===== src/fcb_pkg.sv =====
// Shared types, constants and the pixel layout conversion for the
// centering flip blitter. No dependencies.
package fcb_pkg;

  localparam int CoordBits = 11;
  localparam int RegBits   = 11;
  localparam int PixBits   = 16;

  typedef enum logic [2:0] {
    REG_SCREEN_W  = 3'd0,
    REG_SCREEN_H  = 3'd1,
    REG_SOURCE_W  = 3'd2,
    REG_SOURCE_H  = 3'd3,
    REG_LAYOUT    = 3'd4
  } cfg_idx_e;

  typedef enum logic [2:0] {
    LAYOUT_RGB16    = 3'd0,
    LAYOUT_RGB16_SW = 3'd1,
    LAYOUT_BGR16    = 3'd2,
    LAYOUT_BGR16_SW = 3'd3,
    LAYOUT_RGB15    = 3'd4,
    LAYOUT_RGB15_SW = 3'd5,
    LAYOUT_BGR15    = 3'd6,
    LAYOUT_BGR15_SW = 3'd7
  } layout_e;

  typedef struct packed {
    logic [RegBits-1:0] screen_w;
    logic [RegBits-1:0] screen_h;
    logic [RegBits-1:0] source_w;
    logic [RegBits-1:0] source_h;
    layout_e            layout;
  } cfg_t;

  localparam logic [RegBits-1:0] ScreenWReset = 11'd320;
  localparam logic [RegBits-1:0] ScreenHReset = 11'd200;
  localparam logic [RegBits-1:0] SourceWReset = 11'd320;
  localparam logic [RegBits-1:0] SourceHReset = 11'd200;

  function automatic logic [PixBits-1:0] swap_bytes(input logic [PixBits-1:0] v);
    return {v[7:0], v[15:8]};
  endfunction

  // Convert an RGB565 pixel into the selected output layout.
  function automatic logic [PixBits-1:0] convert_pixel(input logic [PixBits-1:0] p,
                                                       input layout_e layout);
    logic [PixBits-1:0] q;
    q = p;
    case (layout) inside
      LAYOUT_RGB16, LAYOUT_RGB16_SW: q = p;
      LAYOUT_BGR16, LAYOUT_BGR16_SW: q = {p[4:0], p[10:5], p[15:11]};
      // 15-bit forms drop the low green bit
      LAYOUT_RGB15, LAYOUT_RGB15_SW: q = {1'b0, p[15:11], p[10:6], p[4:0]};
      LAYOUT_BGR15, LAYOUT_BGR15_SW: q = {1'b0, p[4:0], p[10:6], p[15:11]};
      default:                       q = p;
    endcase
    case (layout) inside
      LAYOUT_RGB16_SW, LAYOUT_BGR16_SW, LAYOUT_RGB15_SW, LAYOUT_BGR15_SW:
        q = swap_bytes(q);
      default: q = q;
    endcase
    return q;
  endfunction

endpackage


===== src/fcb_cfg_regs.sv =====
// Configuration register file for the blitter: sizes and pixel layout.
// Depends on fcb_pkg.
module fcb_cfg_regs (
  input  logic                       clk_i,
  input  logic                       rst_ni,
  input  logic                       cfg_valid_i,
  output logic                       cfg_ready_o,
  input  logic [2:0]                 cfg_index_i,
  input  logic [fcb_pkg::RegBits-1:0] cfg_data_i,
  output fcb_pkg::cfg_t              cfg_o
);
  import fcb_pkg::*;

  cfg_t cfg_q, cfg_d;

  assign cfg_ready_o = 1'b1;
  assign cfg_o       = cfg_q;

  always_comb begin
    cfg_d = cfg_q;
    if (cfg_valid_i) begin
      unique case (cfg_idx_e'(cfg_index_i))
        REG_SCREEN_W: cfg_d.screen_w = cfg_data_i;
        REG_SCREEN_H: cfg_d.screen_h = cfg_data_i;
        REG_SOURCE_W: cfg_d.source_w = cfg_data_i;
        REG_SOURCE_H: cfg_d.source_h = cfg_data_i;
        REG_LAYOUT:   cfg_d.layout   = layout_e'(cfg_data_i[2:0]);
        default:      cfg_d = cfg_q;
      endcase
    end
  end

  always_ff @(posedge clk_i or negedge rst_ni) begin
    if (!rst_ni) begin
      cfg_q.screen_w <= ScreenWReset;
      cfg_q.screen_h <= ScreenHReset;
      cfg_q.source_w <= SourceWReset;
      cfg_q.source_h <= SourceHReset;
      cfg_q.layout   <= LAYOUT_RGB16;
    end else begin
      cfg_q <= cfg_d;
    end
  end

endmodule


===== src/fcb_position.sv =====
// Input register and source column/row counters of the blitter.
// Depends on fcb_pkg.
module fcb_position #(
  parameter int COORD_BITS = fcb_pkg::CoordBits
) (
  input  logic                        clk_i,
  input  logic                        rst_ni,
  input  fcb_pkg::cfg_t               cfg_i,
  input  logic                        in_valid_i,
  output logic                        in_stall_o,
  input  logic [fcb_pkg::PixBits-1:0] source_pixel_i,
  input  logic                        frame_start_i,
  input  logic                        advance_i,
  output logic                        st_valid_o,
  output logic [fcb_pkg::PixBits-1:0] st_pixel_o,
  output logic [COORD_BITS-1:0]       st_col_o,
  output logic [COORD_BITS-1:0]       st_row_o
);
  import fcb_pkg::*;

  localparam int CmpW = (COORD_BITS > RegBits) ? COORD_BITS : RegBits;

  logic [COORD_BITS-1:0] col_q, col_d, row_q, row_d;
  logic [COORD_BITS-1:0] cur_col, cur_row, inc_col, inc_row;
  logic                  st_valid_q, st_valid_d;
  logic [PixBits-1:0]    st_pixel_q;
  logic [COORD_BITS-1:0] st_col_q, st_row_q;
  logic                  accept;

  assign in_stall_o = st_valid_q && !advance_i;
  assign accept     = in_valid_i && !in_stall_o;

  always_comb begin
    cur_col = frame_start_i ? '0 : col_q;
    cur_row = frame_start_i ? '0 : row_q;
    inc_col = cur_col + 1'b1;
    inc_row = cur_row + 1'b1;
    col_d   = inc_col;
    row_d   = cur_row;
    // wrap the column at the source width or on counter overflow
    if ((CmpW'(inc_col) >= CmpW'(cfg_i.source_w)) || (inc_col == '0)) begin
      col_d = '0;
      row_d = inc_row;
      if (CmpW'(inc_row) >= CmpW'(cfg_i.source_h)) begin
        row_d = '0;
      end
    end
    st_valid_d = accept ? 1'b1 : (advance_i ? 1'b0 : st_valid_q);
  end

  always_ff @(posedge clk_i or negedge rst_ni) begin
    if (!rst_ni) begin
      col_q      <= '0;
      row_q      <= '0;
      st_valid_q <= 1'b0;
    end else begin
      st_valid_q <= st_valid_d;
      if (accept) begin
        col_q <= col_d;
        row_q <= row_d;
      end
    end
  end

  always_ff @(posedge clk_i) begin
    if (accept) begin
      st_pixel_q <= source_pixel_i;
      st_col_q   <= cur_col;
      st_row_q   <= cur_row;
    end
  end

  assign st_valid_o = st_valid_q;
  assign st_pixel_o = st_pixel_q;
  assign st_col_o   = st_col_q;
  assign st_row_o   = st_row_q;

endmodule


===== src/fcb_place.sv =====
// Region test, centered and flipped placement, layout conversion and the
// result register of the blitter. Depends on fcb_pkg.
module fcb_place #(
  parameter int COORD_BITS = fcb_pkg::CoordBits
) (
  input  logic                        clk_i,
  input  logic                        rst_ni,
  input  fcb_pkg::cfg_t               cfg_i,
  input  logic                        st_valid_i,
  input  logic [fcb_pkg::PixBits-1:0] st_pixel_i,
  input  logic [COORD_BITS-1:0]       st_col_i,
  input  logic [COORD_BITS-1:0]       st_row_i,
  output logic                        advance_o,
  output logic                        out_valid_o,
  input  logic                        out_stall_i,
  output logic [fcb_pkg::RegBits-1:0] screen_x_o,
  output logic [fcb_pkg::RegBits-1:0] screen_y_o,
  output logic [fcb_pkg::PixBits-1:0] screen_pixel_o,
  output logic                        frame_done_o
);
  import fcb_pkg::*;

  localparam int CmpW = (COORD_BITS > RegBits) ? COORD_BITS : RegBits;

  logic [RegBits-1:0] copy_w, copy_h, off_x, off_y, spare_w, spare_h;
  logic [CmpW-1:0]    col_ext, row_ext;
  logic [RegBits-1:0] col_lo, row_lo;
  logic               keep, last;
  logic               out_valid_q, out_valid_d;
  logic [RegBits-1:0] x_q, x_d, y_q, y_d;
  logic [PixBits-1:0] pix_q, pix_d;
  logic               done_q, done_d;

  assign advance_o = !out_valid_q || !out_stall_i;

  always_comb begin
    copy_w  = (cfg_i.source_w < cfg_i.screen_w) ? cfg_i.source_w : cfg_i.screen_w;
    copy_h  = (cfg_i.source_h < cfg_i.screen_h) ? cfg_i.source_h : cfg_i.screen_h;
    spare_w = cfg_i.screen_w - copy_w;
    spare_h = cfg_i.screen_h - copy_h;
    off_x   = spare_w >> 1;
    off_y   = spare_h >> 1;
    col_ext = CmpW'(st_col_i);
    row_ext = CmpW'(st_row_i);
    col_lo  = col_ext[RegBits-1:0];
    row_lo  = row_ext[RegBits-1:0];
    keep    = (col_ext < CmpW'(copy_w)) && (row_ext < CmpW'(copy_h));
    last    = (col_lo == copy_w - 1'b1) && (row_lo == copy_h - 1'b1);
    x_d     = col_lo + off_x;
    // source rows are bottom-up: flip within the copy height
    y_d     = copy_h - 1'b1 - row_lo + off_y;
    pix_d   = convert_pixel(st_pixel_i, cfg_i.layout);
    done_d  = last;
    out_valid_d = advance_o ? (st_valid_i && keep) : out_valid_q;
  end

  always_ff @(posedge clk_i or negedge rst_ni) begin
    if (!rst_ni) begin
      out_valid_q <= 1'b0;
    end else begin
      out_valid_q <= out_valid_d;
    end
  end

  always_ff @(posedge clk_i) begin
    if (advance_o) begin
      x_q    <= x_d;
      y_q    <= y_d;
      pix_q  <= pix_d;
      done_q <= done_d;
    end
  end

  assign out_valid_o    = out_valid_q;
  assign screen_x_o     = x_q;
  assign screen_y_o     = y_q;
  assign screen_pixel_o = pix_q;
  assign frame_done_o   = done_q;

endmodule


===== src/flip_center_rgb565_format_blitter.sv =====
// Centering, vertically flipping RGB565 blitter. Takes one source pixel per
// clock, unless stalled, in row-major order (rows bottom-up) and issues one
// screen write per pixel inside the copy region, converted to the configured
// layout. The block sustains one item per cycle while no stall holds it. An
// item is captured in the input register at acceptance and its result is
// loaded into the result register once that register can advance. A stalled
// result stalls the input once both registers hold an item. Position counters
// advance at acceptance. Depends on fcb_pkg and its submodules.
module flip_center_rgb565_format_blitter #(
  parameter int COORD_BITS = fcb_pkg::CoordBits
) (
  input  logic                        clk_i,
  input  logic                        rst_ni,
  input  logic                        cfg_valid_i,
  output logic                        cfg_ready_o,
  input  logic [2:0]                  cfg_index_i,
  input  logic [fcb_pkg::RegBits-1:0] cfg_data_i,
  input  logic                        in_valid_i,
  output logic                        in_stall_o,
  input  logic [fcb_pkg::PixBits-1:0] source_pixel_i,
  input  logic                        frame_start_i,
  output logic                        out_valid_o,
  input  logic                        out_stall_i,
  output logic [fcb_pkg::RegBits-1:0] screen_x_o,
  output logic [fcb_pkg::RegBits-1:0] screen_y_o,
  output logic [fcb_pkg::PixBits-1:0] screen_pixel_o,
  output logic                        frame_done_o
);
  import fcb_pkg::*;

  cfg_t                  cfg;
  logic                  advance;
  logic                  st_valid;
  logic [PixBits-1:0]    st_pixel;
  logic [COORD_BITS-1:0] st_col, st_row;

  fcb_cfg_regs u_cfg (
    .clk_i       (clk_i),
    .rst_ni      (rst_ni),
    .cfg_valid_i (cfg_valid_i),
    .cfg_ready_o (cfg_ready_o),
    .cfg_index_i (cfg_index_i),
    .cfg_data_i  (cfg_data_i),
    .cfg_o       (cfg)
  );

  fcb_position #(.COORD_BITS(COORD_BITS)) u_position (
    .clk_i          (clk_i),
    .rst_ni         (rst_ni),
    .cfg_i          (cfg),
    .in_valid_i     (in_valid_i),
    .in_stall_o     (in_stall_o),
    .source_pixel_i (source_pixel_i),
    .frame_start_i  (frame_start_i),
    .advance_i      (advance),
    .st_valid_o     (st_valid),
    .st_pixel_o     (st_pixel),
    .st_col_o       (st_col),
    .st_row_o       (st_row)
  );

  fcb_place #(.COORD_BITS(COORD_BITS)) u_place (
    .clk_i          (clk_i),
    .rst_ni         (rst_ni),
    .cfg_i          (cfg),
    .st_valid_i     (st_valid),
    .st_pixel_i     (st_pixel),
    .st_col_i       (st_col),
    .st_row_i       (st_row),
    .advance_o      (advance),
    .out_valid_o    (out_valid_o),
    .out_stall_i    (out_stall_i),
    .screen_x_o     (screen_x_o),
    .screen_y_o     (screen_y_o),
    .screen_pixel_o (screen_pixel_o),
    .frame_done_o   (frame_done_o)
  );

endmodule


===== config.mk =====
export PLATFORM = sky130hd
export DESIGN_NAME = flip_center_rgb565_format_blitter
export DESIGN_NICKNAME = d
export VERILOG_FILES = /design/src/fcb_pkg.sv /design/src/fcb_cfg_regs.sv /design/src/fcb_position.sv /design/src/fcb_place.sv /design/src/flip_center_rgb565_format_blitter.sv
export SDC_FILE = /design/constraint.sdc
export NUM_CORES = 1
export LEC_CHECK = 0
export ABC_AREA = 1
export BUFFER_PORTS_ARGS = -buffer_cell sky130_fd_sc_hd__buf_2
export CAP_MARGIN = 20
export CORE_MARGIN = 2
export CORE_UTILIZATION = 62
export DETAILED_ROUTE_END_ITERATION = 6
export MAX_ROUTING_LAYER = met4
export PLACE_DENSITY_LB_ADDON = 0.1
export SYNTH_ARGS = -nofsm -noshare
export SYNTH_HDL_FRONTEND = slang
export SYNTH_SLANG_ARGS = --single-unit

===== constraint.sdc =====
create_clock -name clk_i -period 6.2 [get_ports clk_i]
set_input_delay 0.31 -clock clk_i [delete_from_list [all_inputs] [get_ports clk_i]]
set_output_delay 0.31 -clock clk_i [all_outputs]
set_load 0.02 [all_outputs]

# ---- After elaboration in Yosys (flattened, before gate mapping)
# Cells that the tools add are included.
dict set report totals {
  register_bits 148
  out_inout_bits 42
  word_cells 83
}
dict set report classes {
  addsub 9
  n_lt_le_gt_ge 6
  n_eq_ne 13
  mux 14
  reduce_logical 25
}
# operator n
set ops {}
lappend ops {{16-bit two-way mux} 5}
lappend ops {{11-bit two-way mux} 7}
lappend ops {{11-bit less-than comparator} 4}
lappend ops {{11-bit subtractor} 3}
lappend ops {{11-bit by 1-bit adder with 11-bit output, second input constant} 2}
lappend ops {{11-bit by 10-bit adder with 11-bit output} 2}
lappend ops {{11-bit equality test} 2}
lappend ops {{11-bit >= comparator} 2}
lappend ops {{11-bit by 1-bit subtractor with 11-bit output, second input constant} 2}
lappend ops {{3-bit equality test, second input constant} 5}
lappend ops {{3-bit by 2-bit equality test with 1-bit output, second input constant} 4}
lappend ops {{11-bit logical NOT} 1}
lappend ops {{2-bit AND reduction} 5}
lappend ops {{2-bit OR reduction} 4}
lappend ops {{3-bit by 1-bit equality test with 1-bit output, second input constant} 2}
lappend ops {{3-bit logical NOT} 2}
lappend ops {{1-bit logical AND} 5}
lappend ops {{1-bit logical NOT} 4}
lappend ops {{4-bit OR reduction} 1}
lappend ops {{1-bit logical OR} 2}
lappend ops {{1-bit two-way mux} 2}
lappend ops {{2-bit nonzero test} 1}

# ---- Longest topological paths before layout
dict set report logic_depth {
  ltp_word 7
  mapped_depth 35
}

# ---- Cells and area by module
# A second synthesis with hierarchy kept.
dict set report unflattened {
  cells_unflattened 1441
  area_unflattened_um2 11184.5
}
# mod n_inst cells_each area_each_um2
set modules_own_cells {}
lappend modules_own_cells {fcb_place 1 828 5700.5}
lappend modules_own_cells {fcb_position 1 393 3568.4}
lappend modules_own_cells {fcb_cfg_regs 1 220 1915.6}

# ---- Worst setup path before layout
# OpenSTA, ideal clock, no wires.
dict set report synth_path {
  path_type {register -> register}
  from {register u_cfg.cfg_q, in the netlist u_cfg.cfg_o[31]}
  to {register u_place.y_q[10], in the netlist u_place.screen_y_o[10] (data pin)}
  setup_time_ps 253
  arrival_time_ps 4375
  required_time_ps 5947
  setup_slack_ps 1572
  stages_incl_launch_ff 29
  path_buffers 0
  path_cell_list {dfstp_2 -> inv_1 -> ha_1 -> a21oi_1 -> o21ai_1 -> a21oi_4 -> nand2_2 -> o21ai_2 -> inv_1 -> or2_1 -> ha_1 -> inv_1 -> nand2_1 -> xnor2_1 -> fa_1 -> inv_1 -> fa_1 -> o21ai_0 -> nand2_1 -> nand2_1 -> nand2_1 -> nand2_1 -> a21oi_1 -> o21bai_1 -> nand3_1 -> nand3b_1 -> nand2_1 -> nand3_1 -> nand2_1}
}
dict set report synth_via {
  elab_chain_cells 5
  word_cells_on_any_way 6
}
# item line
set synth_rtl {}
lappend synth_rtl {{from (decl)} fcb_cfg_regs.sv:14} ;# cfg_t cfg_q, cfg_d;
lappend synth_rtl {{from (signal assigned)} fcb_cfg_regs.sv:41} ;# cfg_q <= cfg_d;
lappend synth_rtl {{11-bit less-than comparator} fcb_place.sv:38} ;# copy_h = (cfg_i.source_h < cfg_i.screen_h) ? cfg_i.source_h : cfg_i.screen_h;
lappend synth_rtl {{11-bit two-way mux} fcb_place.sv:38}
lappend synth_rtl {{11-bit by 1-bit subtractor with 11-bit output} fcb_place.sv:51} ;# y_d = copy_h - 1'b1 - row_lo + off_y;
lappend synth_rtl {{11-bit subtractor} fcb_place.sv:51}
lappend synth_rtl {{11-bit by 10-bit adder with 11-bit output *} fcb_place.sv:51}
lappend synth_rtl {{named net u_place.y_d[10]} fcb_place.sv:30} ;# logic [RegBits-1:0] x_q, x_d, y_q, y_d;
lappend synth_rtl {{to (signal assigned)} fcb_place.sv:68} ;# y_q <= y_d;
lappend synth_rtl {{to (decl)} fcb_place.sv:30}
# The timed path passes the listed nets; every way through them passes the cells marked *.
# A chain may end at the register's enable or synchronous reset.

# ---- Worst setup path in the final report
dict set report layout_path {
  from {register u_cfg.cfg_q, in the netlist u_cfg.cfg_o[32]}
  to {register u_place.y_q[10], in the netlist u_place.screen_y_o[10] (data pin)}
}
# The elaborated chain is that of the path after synthesis.

==> qor.log <==
qor: synth.synth.yosys.warnings 0
qor: timing.clock_skew 0.0102 ns
qor: placement.place_congestion 0.909
qor: floorplanning.fp.coreArea 17,200 sq um
qor: cells_and_area.layout.cells.most_common sky130_fd_sc_hd__nand2_1
qor: floorplanning.die_height 136 um
qor: critical_path.critPathMaxFanout 21
qor: cells_and_area.final_layout_size_suffix_gt1_frac 0.142
qor: synth.synth.net_count 1,486
qor: timing.setup_total_negative_slack 0 ns
qor: clock_network.cts_resized 0
qor: cells_and_area.syn2layout_area_growth 11.0%
qor: clock_network.htree_levels 4
qor: placement.place.port_buffers 76
qor: pwr.power.leakage 6.12 nW
qor: synth.dominantRegCellSynth sky130_fd_sc_hd__edfxtp_1
qor: timing.worst_slew_margin_rel 0.392
qor: cells_and_area.final_cell_mix 330 x sky130_fd_sc_hd__nand2_1, 196 x sky130_fd_sc_hd__inv_1, 110 x sky130_fd_sc_hd__ha_1, 97 x sky130_fd_sc_hd__o21ai_0, 77 x sky130_fd_sc_hd__edfxtp_1
qor: global_routing.grt_start_max_net_pins 72
qor: timing.grt_setup_unrepaired no
qor: synth.dominant_cells_by_area_after_synthesis sky130_fd_sc_hd__edfxtp_1 21%, sky130_fd_sc_hd__dfrtp_1 14%, sky130_fd_sc_hd__ha_1 13%, sky130_fd_sc_hd__nand2_1 11%, sky130_fd_sc_hd__inv_1 6.8%
qor: synth.synth_async_sr_flop_share 0.480
qor: detailed_routing.routed-via-count 8,977
qor: timing.max_freq 0.181 GHz
qor: global_routing.grt_pass1_vias 8,491
qor: clock_network.clk_root_buffer_cell sky130_fd_sc_hd__clkbuf_16
qor: global_routing.grt_overflow_total 0
qor: critical_path.critPathMostFrequentCell sky130_fd_sc_hd__nand2_1
qor: critical_path.cp_data_arrival_time 5.71 ns
qor: synth.yosysUniqueCellTypes 60
qor: timing.whs 0.0556 ns
qor: cells_and_area.diodes 0
qor: cells_and_area.fin_nets 1,558
qor: detailed_routing.number_of_drc_violations_after_detailed_routing 0
qor: clock_network.tritoncts_clock_tree built
qor: run_status.run_status finished clean
qor: timing.worst_slew_pin_slew 0.912 ns
qor: critical_path.critical_path_sink_type flop
qor: global_routing.grt_usage 0.297
qor: critical_path.crit_required 6.38 ns
qor: cells_and_area.finalCoreUtilization 0.700
qor: clock_network.postCtsSetupBuffers 0
qor: critical_path.startpoint_type flop
qor: timing.period_share 0.893
qor: timing.final-hold-violation-count 0
qor: detailed_routing.detail_route.first_pass.iterations 6
qor: placement.dp_cells 1,606
qor: pwr.max-vdd-ir-drop 0.658 mV
qor: synth.netlist.top_cell.by_area sky130_fd_sc_hd__edfxtp_1
qor: timing.finalWorstPathRequiredPeriod 5.54 ns
qor: global_routing.antenna_found_initial 0
qor: pwr.p_per_area 582 nW/um^2
qor: detailed_routing.detail-route-antenna-nets 0
qor: cells_and_area.fillCellCount 1,379
qor: synth.synth.yosys.seq_area_share 0.377
qor: synth.netlist_area 10,900 sq um
qor: detailed_routing.detail_route.wirelength 25.7 mm
qor: timing.final-max-slew-violation-count 0
qor: critical_path.reg2reg_slack 0.66 ns
qor: cells_and_area.fin_area 12,100 sq um
qor: synth.post-synth-top-area-fraction 0.213
qor: timing.setup_viol_count_final 0
qor: flow_run.max_cap_violations 0
qor: cells_and_area.layout.cells.non_filler 1,638
qor: cells_and_area.multi_input_area 5830 sq um
qor: floorplanning.placement_rows 48
qor: synth.syn-instance-count 1,328
qor: detailed_routing.wl_per_cell 15.7 um
qor: floorplanning.initial_core_util 0.631
qor: critical_path.cp_slowest_stage_delay 0.55 ns
qor: clock_network.clkTransAtPathRegs 0.07 ns
qor: floorplanning.number_of_primary_i_o_pins 78
qor: critical_path.slowest_stage sky130_fd_sc_hd__dfstp_2
qor: floorplanning.die-width 136 um
qor: clock_network.cts-root-to-sink-buffers 2
qor: placement.dp.final_hpwl 19.3 mm
qor: synth.ys_ff_latch 148
qor: min_path.hold_path_class in2reg
qor: clock_network.cts_hold_buf 0
qor: clock_network.cts_sinks 148
qor: detailed_routing.drt_iter0_markers 606
qor: critical_path.worst_setup_path_type reg2reg
qor: synth.mean_syn_cell_area 8.19 sq um
qor: synth.synth_enable_flop_cells 77
qor: clock_network.clk-insertion-delay-late 0.42 ns
qor: clock_network.cts-buffers-inserted 17
qor: cells_and_area.sequential_cell_area 4100 sq um
qor: detailed_routing.vias_per_cell 5.48
qor: placement.post_dp_cell_area 11,400 sq um
qor: global_routing.wire_length_of_the_first_global_routing_pass 41.8 mm
qor: floorplanning.die_area 18,600 sq um
## power by group
group	switching, mW	leakage, nW	internal (mW)
sequential	0.152	1.68	1.52
combinational	2.60	4.11	1.58
clock	0.423	0.326	0.757
## per-layer routing
metal,global-route usage,part of all wire,wire length [um],up-vias
met5,-,0,0,-
met4,0.0625,0.011,274,0
met3,0.0485,0.062,1600,25
met2,0.479,0.47,12000,321
met1,0.399,0.46,11700,4116
li1,-,-,-,4515
## area by class of cell
cell class	instances	share of cell area
clock inverter	13	0.0191
inverter	207	0.0647
timing repair buffer	81	0.0346
sequential	148	0.340
multi-input combinational	945	0.483
clock buffer	19	0.0359
tap	225	0.0233
## kinds of logic after synthesis
| family | share of synthesized area |
|---|---|
| compound gates | 0.106 |
| fa+ha+maj | 0.149 |
| xor+xnor | 0.0479 |
| flops | 0.377 |
| buf+inv | 0.0873 |
| other cells | 0.000345 |
| simple gates | 0.233 |
## worst max-delay path: cells and delay by family (launching register included)
kind	cells	cell delay [ns]
compound gates	4	0.67
xor+xnor	1	0.21
fa+ha+maj	4	1.26
buf+inv	3	0.18
flops	1	0.55
simple gates	19	2.43
## stage by stage
step           power, mW  setup slack [ns]
6_report            7.03             0.665
5_1_grt             7.65             0.293
4_1_cts             7.02             0.708
3_5_place_dp        5.78             0.839
3_3_place_gp        5.64             0.941
2_1_floorplan       4.90              1.57
## state kept, by name (all words and copies together) (netlist names), 11 cells and up
name,flops
u_place.screen_y_o,11
u_position.st_pixel_o,16
u_position.st_row_o,11
u_position.row_q,11
u_position.st_col_o,11
u_place.screen_x_o,11
u_cfg.cfg_o,47
u_position.col_q,11
u_place.screen_pixel_o,16
## Yosys cell counts, types with 2 or more instances
library cell / number
sky130_fd_sc_hd__nand2_1: 331
sky130_fd_sc_hd__inv_1: 197
sky130_fd_sc_hd__ha_1: 110
sky130_fd_sc_hd__o21ai_0: 97
sky130_fd_sc_hd__edfxtp_1: 77
sky130_fd_sc_hd__nand3_1: 69
sky130_fd_sc_hd__nor2_1: 64
sky130_fd_sc_hd__dfrtp_1: 61
sky130_fd_sc_hd__a21oi_1: 53
sky130_fd_sc_hd__xor2_1: 40
sky130_fd_sc_hd__nand2_2: 27
sky130_fd_sc_hd__nand4_1: 23
sky130_fd_sc_hd__clkbuf_1: 17
sky130_fd_sc_hd__xnor2_1: 15
sky130_fd_sc_hd__fa_1: 12
sky130_fd_sc_hd__o22ai_1: 12
sky130_fd_sc_hd__dfstp_2: 10
sky130_fd_sc_hd__nand3_2: 9
sky130_fd_sc_hd__o21ai_2: 9
sky130_fd_sc_hd__nor2_2: 8
sky130_fd_sc_hd__nand3b_1: 7
sky130_fd_sc_hd__nor3_1: 7
sky130_fd_sc_hd__o21bai_1: 7
sky130_fd_sc_hd__inv_2: 6
sky130_fd_sc_hd__o21ai_1: 6
sky130_fd_sc_hd__buf_4: 4
sky130_fd_sc_hd__buf_6: 4
sky130_fd_sc_hd__o211ai_1: 4
sky130_fd_sc_hd__nor2_4: 3
sky130_fd_sc_hd__a21oi_4: 2
sky130_fd_sc_hd__a31oi_1: 2
sky130_fd_sc_hd__buf_2: 2
sky130_fd_sc_hd__clkinv_1: 2
sky130_fd_sc_hd__nand2_4: 2
sky130_fd_sc_hd__nor3_2: 2
sky130_fd_sc_hd__or2_1: 2
sky130_fd_sc_hd__or2_2: 2
## final timing paths
kind	cells after the start	endpoint	start
min in group asynchronous	2	u_position.row_q[1]	rst_ni
max in group asynchronous	2	u_cfg.cfg_o[0]	rst_ni
setup reg to reg	31	u_place.screen_y_o[10]	u_cfg.cfg_o[32]
hold / removal	1	u_position.st_pixel_o[5]	source_pixel_i[5]
hold reg to reg	2	u_position.row_q[4]	u_position.row_q[4]
setup / recovery	31	u_place.screen_y_o[10]	u_cfg.cfg_o[32]
(Power assumes the default switching activity.)
